--- src/phc_pkg.sv ---
// phc_pkg: widths, register codes and reset values shared by the clearance pipeline
// no dependencies; imported by the divider, square root and top level modules
package phc_pkg;

    localparam int FRAC_BITS = 16;

    // configuration port
    localparam int CFG_W     = 20;
    localparam int CFG_IDX_W = 2;
    localparam logic [CFG_IDX_W-1:0] CFG_IDX_BODY_RADIUS = 2'd0;
    localparam logic [CFG_IDX_W-1:0] CFG_IDX_HEAD_RADIUS = 2'd1;
    localparam logic [CFG_IDX_W-1:0] CFG_IDX_HALF_LENGTH = 2'd2;
    localparam logic [CFG_W-1:0] BODY_RADIUS_RST = 20'd13107;
    localparam logic [CFG_W-1:0] HEAD_RADIUS_RST = 20'd19661;
    localparam logic [CFG_W-1:0] HALF_LENGTH_RST = 20'd65536;

    // datapath widths
    localparam int PT_W    = 32;
    localparam int AX_W    = 18;
    localparam int HLP_W   = CFG_W + AX_W;
    localparam int OFF_W   = 21;
    localparam int P1_W    = 33;
    localparam int DMAG_W  = OFF_W + 1;
    localparam int E_W     = 34;
    localparam int EMAG_W  = 33;
    localparam int HN_W    = 33;
    localparam int HMAG_W  = 33;
    localparam int PROD_W  = EMAG_W + DMAG_W;
    localparam int NUM_W   = PROD_W + 3;
    localparam int SQD_W   = 2 * DMAG_W;
    localparam int LEN_W   = SQD_W + 2;
    localparam int NSQ_W   = 2 * HMAG_W;
    localparam int T_W     = 32;
    localparam int SMUL_W  = DMAG_W + T_W;
    localparam int QD_W    = 34;
    localparam int QMAG_W  = 33;
    localparam int QSQ_W   = 2 * QMAG_W;

    // pipelined divider and square root
    localparam int DIV_STEPS = T_W;
    localparam int SQ_W      = 68;
    localparam int SQ_STEPS  = SQ_W / 2;
    localparam int ROOT_W    = SQ_STEPS;
    localparam int REM_W     = ROOT_W + 2;

    // clearance and saturation
    localparam int CLR_W = ROOT_W + 2;
    localparam logic signed [CLR_W-1:0] SAT_HI = CLR_W'(32'sh7FFF_FFFF);
    localparam logic signed [CLR_W-1:0] SAT_LO = CLR_W'(32'sh8000_0000);

endpackage

--- src/phc_sqrt_pipe.sv ---
// phc_sqrt_pipe: digit by digit integer square root, one root bit per stage
// depends on phc_pkg; all stages advance together on en
module phc_sqrt_pipe (
    input  logic                        aclk,
    input  logic                        en,
    input  logic [phc_pkg::SQ_W-1:0]    rad_i,
    output logic [phc_pkg::ROOT_W-1:0]  root_o
);
    import phc_pkg::*;

    logic [REM_W-1:0]  rem_reg  [SQ_STEPS];
    logic [ROOT_W-1:0] root_reg [SQ_STEPS];
    logic [SQ_W-1:0]   rad_reg  [SQ_STEPS];
    logic [REM_W-1:0]  rem_next [SQ_STEPS];
    logic [ROOT_W-1:0] root_next [SQ_STEPS];
    logic [REM_W-1:0]  rem_in [SQ_STEPS];
    logic [ROOT_W-1:0] root_in [SQ_STEPS];
    logic [SQ_W-1:0]   rad_in [SQ_STEPS];
    logic [REM_W+1:0]  rem2 [SQ_STEPS];
    logic [REM_W+1:0]  trial [SQ_STEPS];
    logic [REM_W+1:0]  rem_sub [SQ_STEPS];

    // bring down two radicand bits, try root*4+1
    always_comb begin
        for (int k = 0; k < SQ_STEPS; k++) begin
            if (k == 0) begin
                rem_in[k]  = '0;
                root_in[k] = '0;
                rad_in[k]  = rad_i;
            end else begin
                rem_in[k]  = rem_reg[k-1];
                root_in[k] = root_reg[k-1];
                rad_in[k]  = rad_reg[k-1];
            end
            rem2[k]    = {rem_in[k], rad_in[k][SQ_W-1 -: 2]};
            trial[k]   = (REM_W+2)'({root_in[k], 2'b01});
            rem_sub[k] = rem2[k] - trial[k];
            if (rem2[k] >= trial[k]) begin
                rem_next[k]  = rem_sub[k][REM_W-1:0];
                root_next[k] = {root_in[k][ROOT_W-2:0], 1'b1};
            end else begin
                rem_next[k]  = rem2[k][REM_W-1:0];
                root_next[k] = {root_in[k][ROOT_W-2:0], 1'b0};
            end
        end
    end

    always_ff @(posedge aclk) begin
        if (en) begin
            for (int k = 0; k < SQ_STEPS; k++) begin
                rem_reg[k]  <= rem_next[k];
                root_reg[k] <= root_next[k];
                rad_reg[k]  <= {rad_in[k][SQ_W-3:0], 2'b00};
            end
        end
    end

    assign root_o = root_reg[SQ_STEPS-1];

endmodule

--- config.mk ---
export PLATFORM = sky130hd
export DESIGN_NAME = phc_sqrt_pipe
export DESIGN_NICKNAME = d
export VERILOG_FILES = /design/src/phc_pkg.sv /design/src/phc_sqrt_pipe.sv
export SDC_FILE = /design/constraint.sdc
export NUM_CORES = 2
export LEC_CHECK = 0
export BUFFER_PORTS_ARGS = -buffer_cell sky130_fd_sc_hd__buf_2
export CAP_MARGIN = 20
export CORE_AREA = 2 2 484 486
export DETAILED_ROUTE_END_ITERATION = 12
export DIE_AREA = 0 0 486 488
export GPL_ROUTABILITY_DRIVEN = 0
export PLACE_DENSITY_LB_ADDON = 0.12
export REMOVE_ABC_BUFFERS = 1
export SLEW_MARGIN = 10
export SYNTH_ARGS = -nofsm -noshare
export SYNTH_HDL_FRONTEND = slang
export SYNTH_MEMORY_MAX_BITS = 65536
export SYNTH_SLANG_ARGS = --single-unit
--- constraint.sdc ---
create_clock -name aclk -period 3.5 [get_ports aclk]
set_input_delay 1.05 -clock aclk [delete_from_list [all_inputs] [get_ports aclk]]
set_output_delay 1.05 -clock aclk [all_outputs]
set_load 0.01 [all_outputs]
Yosys cells after proc, flatten, opt, wreduce, memory -nomap -nowiden
Memories as Yosys holds them, arrays and structs flattened.
Index checks and enable logic that the tools add are counted.
Widths: inputs -> output; s select.

storage, ports and cells
  register bits after elaboration = 0
  RAM bits = 4624
  word-level logic and storage cells = 141
  memories = 3

memories
  name      depth  bits a word  rd ports  clocked after memory_dff  wr ports  RTL line             text
  rad_reg   34     66           33        0                         34        phc_sqrt_pipe.sv:13  logic [SQ_W-1:0] rad_reg [SQ_STEPS];
  rem_reg   34     36           33        0                         34        phc_sqrt_pipe.sv:11  logic [REM_W-1:0] rem_reg [SQ_STEPS];
  root_reg  34     34           34        0                         34        phc_sqrt_pipe.sv:12  logic [ROOT_W-1:0] root_reg [SQ_STEPS];

cells by class
  add/sub/neg operators = 34
  magnitude comparators = 34
  mux-type cells = 70

operator list
  cell                 count
  $ge 38x36->1         33
  $mux 36              34
  $sub 36x36->36       33
  $mux 1               36
  $sub 2x1->3 const B  1
  $ge 2x1->1 const B   1

Longest topological paths before layout
An unclocked memory read counts as a cell.

  depth after elaboration = 3
  gate-level depth with buffers = 14

Worst setup path before layout
Ideal clock, no wire load.

  path type = register to register
  from = mem rem_reg[31][0] (netlist bit)
  to = mem rem_reg[32][19] (netlist bit) (data pin)
  setup time = 0.260 ns
  data arrival time = 3.097 ns
  required time = 3.240 ns
  slack = 0.143 ns
  stages on the path, launching flop included = 11
  path buffers = 1
  cell sequence = edfxtp_1 -> ha_1 -> nor2b_1 -> o31ai_1 -> a21oi_1 -> o21ai_0 -> o211ai_1 -> a2111oi_0 -> o21ai_1 -> buf_2 -> mux2_2

RTL lines
  item         RTL line
  from (decl)  phc_sqrt_pipe.sv:11

==> results.md <==
* Hold Startpoint: rad_i[47]
* Initial DRC Count at 6,385
* Port bufs at 103
* Post-synthesis sequential area ratio at 0.6385
* Fin crit period at 3.423 ns
* Slew Limit Headroom at 0.4068
* Synth Instances at 10,502
* DRT Pass-1 Iters at 8
* Worst reg-to-reg setup slack at 0.08 ns
* Yosys Warn Count at 0
* Drt drc at 0
* HP Class: in -> reg
* Hold depth at 1
* DP HPWL at 197.6 mm
* CTS sink cnt at roughly 2,900
* Crit-path max FO at 22
* Post-synth top flop: edfxtp_1
* Final setup viols at 0
* Netlist cell types at 97
* Core area at 231,900 sq um
* Cts bufs inserted at 313
* Final Hold Fails at 0
* Share of layout cells above drive strength 1 at 0.1102
* WS Path Type: reg -> reg
* Peak VDD IR at 0.5682 mV
* Count of non-filler cells in the finished layout at 14,373
* Synth area leaders: edfxtp_1 (64%), ha_1 (5.9%), xor2_1 (3.2%)
* Setup TNS at 0 ns
* Fin Hold WS at 0.2699 ns
* Tightest Pin Transition at a little under 0.9 ns
* Num rows at 177
* RR Startpoint: rem_reg[28][8]
* Grt ovf at 0
* Placed Instances at 13,822
* Clk slew on worst S/H paths at approximately 0.06 ns
* Tot GR Track Use at 0.2279
* PD cells at about 660 nW/um^2
* Worst setup EP type: flip-flop
* First-pass GRT wire length at 434.4 mm
* H-Tree Level Count at 5
* CP arrival at 4.07 ns
* Max FFs per register at roughly 1,100
* Post-detailed-route via-to-cell ratio at 5.817
* Commonest cells post-synth: edfxtp_1 (2,852), inv_1 (791), nand2_1 (752)
* Worst Clk Skew at slightly below 0.09 ns
* Die footprint at 237,200 sq um
* Leakage at 58.61 nW
* CTS Buffer Depth at 4
* Initial Util at 0.5784
* Status: finished clean
* Die Wd at 486 um
* Slowest cell on the critical path: or4_1
* Vias post-DR at around 84,000
* Reg2reg end: rem_reg[29][19]
* Antenna viol nets, final at 0
* Ports at 104
* Largest net degree at the start of global routing at roughly 120
* Seq cells post-synth at between 2,000 and 3,000
* Buf+Inv Stages, Crit Path at 2
* Fmax at 0.2921 GHz
* Post-route design area at 152,100 sq um
* DRT Wirelength at 274.4 mm
* Vias in the first global route at 81,758
* Clock Latency Late Sink at 0.95 ns
* EDFF count, synth at around 2,900
* Initial antenna violation count at 3
* Max incr delay on CP at 0.57 ns
* Top cell type's share of synthesized area at 0.6385
* Crit-path leading delay family: simple AND/OR/NAND/NOR gates
* R2R depth at 10
* Die Y at 488 um
* Asr flop ratio synth at 0
* Unrepaired setup endpoints after global routing: true
* Post-DP Area at 141,300 sq um
* Final period utilization at 0.9781
* Crit-path cells: ha_2 -> nand2_1 -> or4_1 -> nor4_4 -> nand4_1 -> and3_4 -> o21a_1 -> inv_2 -> buf_12 -> mux2_2
* CTS tree: done
* Slew Limit Fails at 0
* Final Util at 0.6560
* Most frequent cell after synthesis: edfxtp_1
* Post-layout nets at approximately 12,000
* WHS Endpoint: rad_reg[0][47]
* Syn_area_per_cell at 12.77 sq um
* Mapped cell area at between 100,000 and 150,000 sq um
* Max-cap viol count at 0
* Post-detailed-route wirelength per cell at between 15 and 20 um
* Area Overhead vs Synth at 13.41%
* CTS root buf: clkbuf_16
* CP Data Required Time at between 4 and 5 ns
* Leading area contributor after synthesis: edfxtp_1
* Worst setup SP type: flip-flop
## how the worst max path moves through the flow
stage                         start               to  slack, ns  depth (start not counted)
floorplan            rem_reg[20][0]  rem_reg[21][32]      -2.09                         10
global placement    rem_reg[28][10]  rem_reg[29][19]      -0.16                         10
detailed placement  rem_reg[28][10]  rem_reg[29][19]      -0.19                         10
CTS                 rem_reg[28][10]  rem_reg[29][19]      0.007                         10
global route        root_reg[25][1]  rem_reg[26][33]      -0.03                         12
finish               rem_reg[28][8]  rem_reg[29][19]       0.08                         10
## power breakdown
group	internal, mW	switching (mW)	total [mW]
logic	9.52	12.9	22.5
registers	43.3	2.95	46.3
clock network	19.5	12.8	32.3
total	72.4	28.6	101
## layout by cell type (no fill, tap or decap), types with 273 or more instances in the layout
master and instances:
a21oi_1 658, buf_4 355, clkbuf_16 318, edfxtp_1 2852
ha_1 627, inv_1 790, nand2_1 750, nor2_1 632
nor3_1 273, o21ai_0 574, xnor2_1 465, xor2_1 490
## cell type report
cell class / count / area, sq um
sequential: 2852 / 85640
fill: 16738 / 79770
multi-input combinational: 6626 / 45270
clock buffer: 377 / 8179
timing repair buffer: 518 / 4332
tap: 3043 / 3807
inverter: 794 / 2980
clock inverter: 161 / 1883
antenna: 2 / 5.005
## layer usage
metal,GRT usage,vias up,wire (um)
met1,0.2943,40345,116100
met4,0.08651,0,10820
met2,0.3936,2424,135300
li1,-,40124,-
met5,0,-,0
met3,0.02926,711,12140
## through the flow
stage	setup WS, ns	power (mW)
after floorplan	-2.086	61.17
after global placement	-0.1570	68.04
after detailed placement	-0.1923	68.57
after CTS	0.007238	101.3
after global routing	-0.03457	105.9
final	0.07678	101.0
## worst reg2reg max path, stage by stage, from the launching register on
cell	delay, ns
edfxtp_1	0.43
ha_2	0.44
nand2_1	0.09
or4_1	0.57
nor4_4	0.29
nand4_1	0.29
and3_4	0.28
o21a_1	0.12
inv_2	0.08
buf_12	0.16
mux2_2	0.38
## cell families after synthesis
| logic type | count (synthesis) | synth area share |
|---|---|---|
| AOI/OAI and AO/OA | 2172 | 0.1006 |
| xor gates and xnor gates | 955 | 0.06236 |
| adders and majority gates | 632 | 0.05896 |
| buffers and inverters | 1024 | 0.02899 |
| DFF | 2852 | 0.6385 |
| muxes | 102 | 0.008368 |
| other | 1 | 0.00002796 |
| and+or+nand+nor | 2764 | 0.1021 |
## what timing repair did
action	4_1_cts	5_1_grt
hold endpoints to repair	0	0
pin swaps	1	15
setup buffers	3	7
hold buffers	0	0
setup endpoints to repair	57	365
resized for setup	13	121
Note: power is estimated with default switching activity, not from simulation.
